File: config.mk
export PLATFORM = sky130hd
export DESIGN_NAME = rbb_bounds
export DESIGN_NICKNAME = d
export VERILOG_FILES = /design/src/design/rbb_pkg.sv /design/src/design/rbb_bounds.sv
export SDC_FILE = /design/constraint.sdc
export NUM_CORES = 1
export LEC_CHECK = 0
export BUFFER_PORTS_ARGS = -buffer_cell sky130_fd_sc_hd__buf_2
export CORE_AREA = 2 2 247 249
export CTS_CLUSTER_DIAMETER = 50
export DETAILED_ROUTE_END_ITERATION = 16
export DIE_AREA = 0 0 249 251
export HOLD_SLACK_MARGIN = 0.08
export PLACE_DENSITY = 0.63
export SETUP_SLACK_MARGIN = 0.4
export SLEW_MARGIN = 20
export SYNTH_ARGS = -nofsm -noshare
export SYNTH_HDL_FRONTEND = slang
export SYNTH_SLANG_ARGS = --single-unit
File: constraint.sdc
create_clock -name clk -period 8.3 [get_ports clk]
set_clock_uncertainty 0.05 [all_clocks]
set_input_delay 1.66 -clock clk [delete_from_list [all_inputs] [get_ports clk]]
set_output_delay 1.66 -clock clk [all_outputs]
set_load 0.03 [all_outputs]
File: src/design/rbb_pkg.sv
// Shared types, codes and constant functions for the rotated box bounds block.
// Holds the item structs, axis and quadrant codes, and the sine/cosine table builder.
// No dependencies.
`default_nettype none

package rbb_pkg;

    localparam int ANGLE_STEPS_LOG2_DEF = 12;

    localparam logic [1:0] AXIS_NONE = 2'd0;
    localparam logic [1:0] AXIS_X    = 2'd1;
    localparam logic [1:0] AXIS_Y    = 2'd2;
    localparam logic [1:0] AXIS_Z    = 2'd3;

    localparam logic [1:0] QUAD_0 = 2'd0;
    localparam logic [1:0] QUAD_1 = 2'd1;
    localparam logic [1:0] QUAD_2 = 2'd2;
    localparam logic [1:0] QUAD_3 = 2'd3;

    localparam logic [63:0] ONE_Q60      = 64'h1000_0000_0000_0000;
    localparam logic [63:0] PI_Q60       = 64'h3243_F6A8_885A_308D;
    localparam int          SERIES_TERMS = 14;

    typedef logic signed [31:0] coord_t;
    typedef logic signed [15:0] trig_t;
    typedef logic signed [47:0] prod_t;

    typedef struct packed {
        coord_t     x_low;
        coord_t     x_high;
        coord_t     y_low;
        coord_t     y_high;
        coord_t     z_low;
        coord_t     z_high;
        logic [1:0] rot_axis;
        logic [15:0] rot_angle;
    } box_t;

    typedef struct packed {
        coord_t out_x_low;
        coord_t out_x_high;
        coord_t out_y_low;
        coord_t out_y_high;
        coord_t out_z_low;
        coord_t out_z_high;
    } bounds_t;

    typedef struct packed {
        coord_t a_lo;
        coord_t a_hi;
        coord_t b_lo;
        coord_t b_hi;
        coord_t t_lo;
        coord_t t_hi;
    } raw_t;

    typedef struct packed {
        logic [1:0]   axis;
        raw_t         raw;
        coord_t [3:0] na;
        coord_t [3:0] nb;
    } corner_t;

    typedef struct packed {
        logic s2;
        logic s3;
        logic s4;
    } adv_t;

    function automatic logic [63:0] mul_q60(input logic [63:0] a, input logic [63:0] b);
        logic [63:0] a0;
        logic [63:0] a1;
        logic [63:0] b0;
        logic [63:0] b1;
        logic [63:0] lo;
        logic [63:0] mid;
        logic [63:0] hi;
        logic [63:0] t;
        logic [63:0] upper;
        a0 = {32'd0, a[31:0]};
        a1 = {32'd0, a[63:32]};
        b0 = {32'd0, b[31:0]};
        b1 = {32'd0, b[63:32]};
        lo = a0 * b0;
        mid = a1 * b0 + a0 * b1;
        hi = a1 * b1;
        t = (lo >> 32) + {32'd0, mid[31:0]};
        upper = hi + (mid >> 32) + (t >> 32);
        return (upper << 4) | ({32'd0, t[31:0]} >> 28);
    endfunction

    function automatic logic [63:0] div_u64(input logic [63:0] n, input logic [63:0] d);
        logic [63:0] q;
        logic [64:0] r;
        q = '0;
        r = '0;
        for (int i = 63; i >= 0; i--) begin
            r = {r[63:0], n[i]};
            if (r >= {1'b0, d}) begin
                r = r - {1'b0, d};
                q[i] = 1'b1;
            end
        end
        return q;
    endfunction

    function automatic logic signed [63:0] series_q60(input logic [63:0] x,
                                                      input logic want_sin);
        logic [63:0]        x2;
        logic [63:0]        term;
        logic [63:0]        div;
        logic signed [63:0] sum;
        x2 = mul_q60(x, x);
        term = want_sin ? x : ONE_Q60;
        sum = $signed(term);
        for (int k = 1; k <= SERIES_TERMS; k++) begin
            div = want_sin ? 64'((2 * k) * (2 * k + 1)) : 64'((2 * k - 1) * (2 * k));
            term = div_u64(mul_q60(term, x2), div);
            if (k % 2 == 1) begin
                sum = sum - $signed(term);
            end
            else begin
                sum = sum + $signed(term);
            end
        end
        return sum;
    endfunction

    function automatic logic [14:0] scale_round(input logic signed [63:0] v);
        logic signed [63:0] c;
        logic [63:0]        u;
        logic [63:0]        r;
        c = v;
        if (c < 0) begin
            c = 64'sd0;
        end
        if (c > $signed(ONE_Q60)) begin
            c = $signed(ONE_Q60);
        end
        u = $unsigned(c) >> 20;
        r = (u * 64'd32767 + (64'd1 << 39)) >> 40;
        return r[14:0];
    endfunction

    function automatic logic [14:0] trig_entry(input logic [63:0] rem, input int steps_log2,
                                               input logic want_sin);
        logic [63:0] theta;
        theta = mul_q60(PI_Q60, rem << (61 - steps_log2));
        return scale_round(series_q60(theta, want_sin));
    endfunction

    function automatic coord_t shift_sat(input logic signed [48:0] v);
        logic signed [48:0] sh;
        sh = v >>> 15;
        if (sh > 49'sd2147483647) begin
            return 32'sh7FFF_FFFF;
        end
        if (sh < -49'sd2147483648) begin
            return 32'sh8000_0000;
        end
        return sh[31:0];
    endfunction

endpackage

`default_nettype wire

File: src/design/rbb_bounds.sv
// Final stage: minimum and maximum over the four rotated corners, mapped back to x, y, z
// (AXIS_NONE: box passed through). Registers the result; uses rbb_pkg types, axis codes.
`default_nettype none

module rbb_bounds (
    input  wire logic             clk,
    input  wire logic             en,
    input  wire rbb_pkg::corner_t rot,
    output rbb_pkg::bounds_t      bounds
);
    import rbb_pkg::*;

    function automatic coord_t min4(input coord_t [3:0] v);
        coord_t m0;
        coord_t m1;
        m0 = ($signed(v[0]) < $signed(v[1])) ? v[0] : v[1];
        m1 = ($signed(v[2]) < $signed(v[3])) ? v[2] : v[3];
        return ($signed(m0) < $signed(m1)) ? m0 : m1;
    endfunction

    function automatic coord_t max4(input coord_t [3:0] v);
        coord_t m0;
        coord_t m1;
        m0 = ($signed(v[0]) > $signed(v[1])) ? v[0] : v[1];
        m1 = ($signed(v[2]) > $signed(v[3])) ? v[2] : v[3];
        return ($signed(m0) > $signed(m1)) ? m0 : m1;
    endfunction

    coord_t  a_lo;
    coord_t  a_hi;
    coord_t  b_lo;
    coord_t  b_hi;
    coord_t  t_lo;
    coord_t  t_hi;
    bounds_t bounds_next;
    bounds_t bounds_reg;

    always_comb begin
        a_lo = min4(rot.na);
        a_hi = max4(rot.na);
        b_lo = min4(rot.nb);
        b_hi = max4(rot.nb);
        t_lo = ($signed(rot.raw.t_lo) < $signed(rot.raw.t_hi)) ? rot.raw.t_lo : rot.raw.t_hi;
        t_hi = ($signed(rot.raw.t_lo) > $signed(rot.raw.t_hi)) ? rot.raw.t_lo : rot.raw.t_hi;
        unique case (rot.axis)
            AXIS_X: bounds_next = '{t_lo, t_hi, a_lo, a_hi, b_lo, b_hi};
            AXIS_Y: bounds_next = '{a_lo, a_hi, t_lo, t_hi, b_lo, b_hi};
            AXIS_Z: bounds_next = '{a_lo, a_hi, b_lo, b_hi, t_lo, t_hi};
            default: bounds_next = '{rot.raw.a_lo, rot.raw.a_hi, rot.raw.b_lo,
                                     rot.raw.b_hi, rot.raw.t_lo, rot.raw.t_hi};
        endcase
    end

    always_ff @(posedge clk) begin
        if (en) begin
            bounds_reg <= bounds_next;
        end
    end

    assign bounds = bounds_reg;

endmodule

`default_nettype wire
# Word-level counts from Yosys, hierarchy flattened
# Cells that the tools add are included.
totals:
  regBits: 192
  in_bits: 452
  out_inout_bits: 192
  elab_cells: 38
classes:
  magnitude_cmp: 14
  eq_ne: 3
  mux: 15
ops:
  columns: ["operator", "count"]
  rows:
  - ["192-bit one-hot mux with 3 select lines", 1]
  - ["32-bit 2-to-1 mux", 14]
  - ["32-bit greater-than comparator", 7]
  - ["32-bit < comparator", 7]
  - ["2-bit == test, second input constant", 2]
  - ["2-bit by 1-bit == test with 1-bit output, second input constant", 1]

# Logic depth before layout (Yosys ltp)
depth:
  depth_word: 5
  depth_mapped: 24

# Worst setup path before layout
# No wires, ideal clock.
synth_timing:
  kind: "input to register"
  start: "in rot[241] (netlist name)"
  end: "reg bounds_reg (netlist bit bounds[106]) (data pin)"
  arrival_time_ns: 6.685
  required_ns: 7.989
  setup_slack_ns: 1.304
  cell_stages: 23
  cell_sequence: "inv_1 ha_1 a21o_1 a221o_1 a211oi_1 and3_1 o22a_1 buf_2 buf_1 buf_2 mux2i_1 ha_1 a21o_1 a211o_1 o211ai_1 a21oi_1 nor3_1 nand3_1 nor3_2 nor2_4 buf_2 mux2i_1 a221o_1"
synth_lines:
  columns: ["item", "line_no", "rtl"]
  rows:
  - ["start, declared", "rbb_bounds.sv:8", "input wire rbb_pkg::corner_t rot,"]
  - ["end signal, assigned", "rbb_bounds.sv:56", "bounds_reg <= bounds_next;"]
  - ["end, declared", "rbb_bounds.sv:36", "bounds_t bounds_reg;"]

==> results.yml <==
routing:
  wl_mm: 100
  ant_nets: 0
  num_vias: 23200
  drc: 0
  drtIter0Drc: 2052
  viasPerCell: 5.76
  routedWlPerCell_um: 24.9
  drt_pass1_iterations: 5
global_route:
  grt_remaining_overflow: 0
  grt_usage_pct: 31.1
  grt_start_max_net_pins: 101
  antenna_found_initial: 19
  grt_pass1_wl_mm: 144
  first_global_vias: 22300
timing:
  finalSetupTns_ps: 0
  report.final.slew_viol_count: 0
  hold-worst-slack_ps: 1450
  finalSetupViolCount: 0
  worstMarginPinSlew_ps: 1040
  fin_crit_ps: 7580
  max_freq_mhz: 132
  post-route-period-util_pct: 91.3
  hold_violations: 0
  slew-limit-headroom_pct: 30.9
  rsz0062_at_grt: "false"
logic_synthesis:
  synth_cell_types: 56
  synthCells: 2599
  synthDominantAreaCellType: "edfxtp_1"
  ys_seq_area_share_pct: 25.2
  synth_seq_cells: 192
  synth_top_area_share_pct: 25.2
  synth_flop_cell: "edfxtp_1"
  synth_edf_count: 192
  synth_area_mm2: 0.0229
  synth.area.top_cells: "edfxtp_1 (25%), mux2i_1 (20%), ha_1 (16%)"
  syn-num-nets: 3337
  async_flop_share_pct: 0
  synth_warnings: 0
  avgSynthCellArea_um2: 8.81
layout:
  synthToLayoutAreaGrowth_pct: 22.4
  nets: 3945
  register_area_mm2: 0.00577
  largest_register_ffs: 192
  drive_gt1_share_pct: 25.4
  final_common_cell: "buf_2"
  fin_area_mm2: 0.0280
  multi_input_area_mm2: 0.0155
  final_cell_mix: "buf_2 (640), mux2i_1 (467), inv_1 (306)"
  n_fill_cell: 6011
placement:
  dp_hpwl_mm: 82.5
  io_buffers: 643
  dpl_cell_area_mm2: 0.0274
  gp_congestion: 0.964
clock_tree:
  cts.path.max_buffers: 2
  cts_post_setup_buffers_inserted: 0
  clock-sinks: 192
  htree_levels: 4
  cts_resized: 0
  clockRootBuffer: "clkbuf_16"
  cts_tree: "built"
  numCtsBuffers: 17
  cts.clk_slew.worst_paths_ps: 80
  cts-hold-fix-buffers: 0
run_status:
  run_status: "completed"
floorplanning:
  die-height_um: 251
  core-area_mm2: 0.0598
  die-area_mm2: 0.0625
  std_cell_rows: 90
  io_pins: 644
  start_util_pct: 38.3
  die_w_um: 249
power:
  p_leak_uw: 0.0146
  total_power_uw: 5430
  power_per_cell_area_mw_per_mm2: 194
  vdd_drop_max_mv: 0.176
setup_path:
  cp.required_ps: 8590
  end_kind: "flop"
  startpoint_type: "primary input"
  crit_fanout: 31
  crit_type: "in -> reg"
  arrival_ps: 7860
hold_path:
  hp-class: "in -> reg"
job:
  drv_cap: 0
## cells by family after synthesis
kind of cell	after synthesis	synth area share, %
flops	192	25.2
fa+ha+maj	286	15.6
buf+inv	447	7.41
xor+xnor	1	0.0383
compound gates	587	18.4
mux	471	20.6
simple gates	615	12.7
## critical path: stages
cell	delay, ps
buf_2	90
inv_1	50
ha_1	380
nand4_1	150
nor4_1	340
buf_4	190
and2_1	190
o31ai_2	150
a31oi_4	270
buf_12	290
mux2i_1	330
inv_1	80
ha_1	310
a21o_1	180
a221o_1	340
a2111oi_1	740
o2111ai_1	370
a41o_1	340
o311ai_4	110
buf_4	290
buf_12	170
mux2i_1	470
o22ai_1	140
a211oi_1	180
## cell type report
class / instances / area share (%)
timing repair buffer: 729 / 14.2
tap: 782 / 3.49
clock inverter: 14 / 0.442
inverter: 307 / 4.11
sequential: 192 / 20.6
antenna: 19 / 0.170
multi-input combinational: 1960 / 55.4
clock buffer: 18 / 1.53
## power by group
group          internal, uW  switching, uW  leakage (uW)
registers              1290           66.1       0.00188
clock network           393            468      0.000264
logic                  1190           2030        0.0125
total                  2870           2560        0.0146
## worst paths after layout
path / start / endpoint / slack [ps] / cells past startpoint
hold / removal: rot[352] / bounds[96]$_DFFE_PP_ / 1450 / 3
setup / recovery: rot[63] / bounds[56]$_DFFE_PP_ / 720 / 24
## cell usage after synthesis (8+ instances only)
cell       number
and2_1         28
nor4_1          8
and3_1         12
clkbuf_1      114
a221o_1        38
o21a_1         14
inv_1         307
nand2_1       162
o22ai_1        25
nand3_1        63
nand4_1        52
o211ai_1       13
nor3_1         41
a211oi_1       96
a21oi_1       116
ha_1          286
nor2_1        181
a21o_1        106
mux2i_1       467
or2_2          33
buf_1          12
a211o_1        36
and4_1          9
edfxtp_1      192
nor2b_1        13
o21ai_0        51
o2bb2ai_1      32
buf_2          14
## through the flow
| step | cells | util, % | setup slack (ps) |
|---|---|---|---|
| 2_1_floorplan | 2599 | - | 1300 |
| 3_3_place_gp | 3970 | 45.8 | 164 |
| 3_5_place_dp | 3970 | 45.8 | 35.8 |
| 4_1_cts | 4002 | 46.8 | 539 |
| 5_1_grt | 4017 | 46.8 | 424 |
| 6_report | 4021 | 46.8 | 722 |
## per-layer routing
| metal | vias up | global-route usage [%] | part of all wire, % |
|---|---|---|---|
| li1 | 10800 | - | - |
| met5 | - | 0 | 0.032 |
| met4 | 6 | 11.9 | 3.5 |
| met1 | 11100 | 41.9 | 43 |
| met2 | 1088 | 50.1 | 45 |
| met3 | 166 | 5.04 | 7.8 |
No activity file was read; power rests on OpenSTA's default activity.
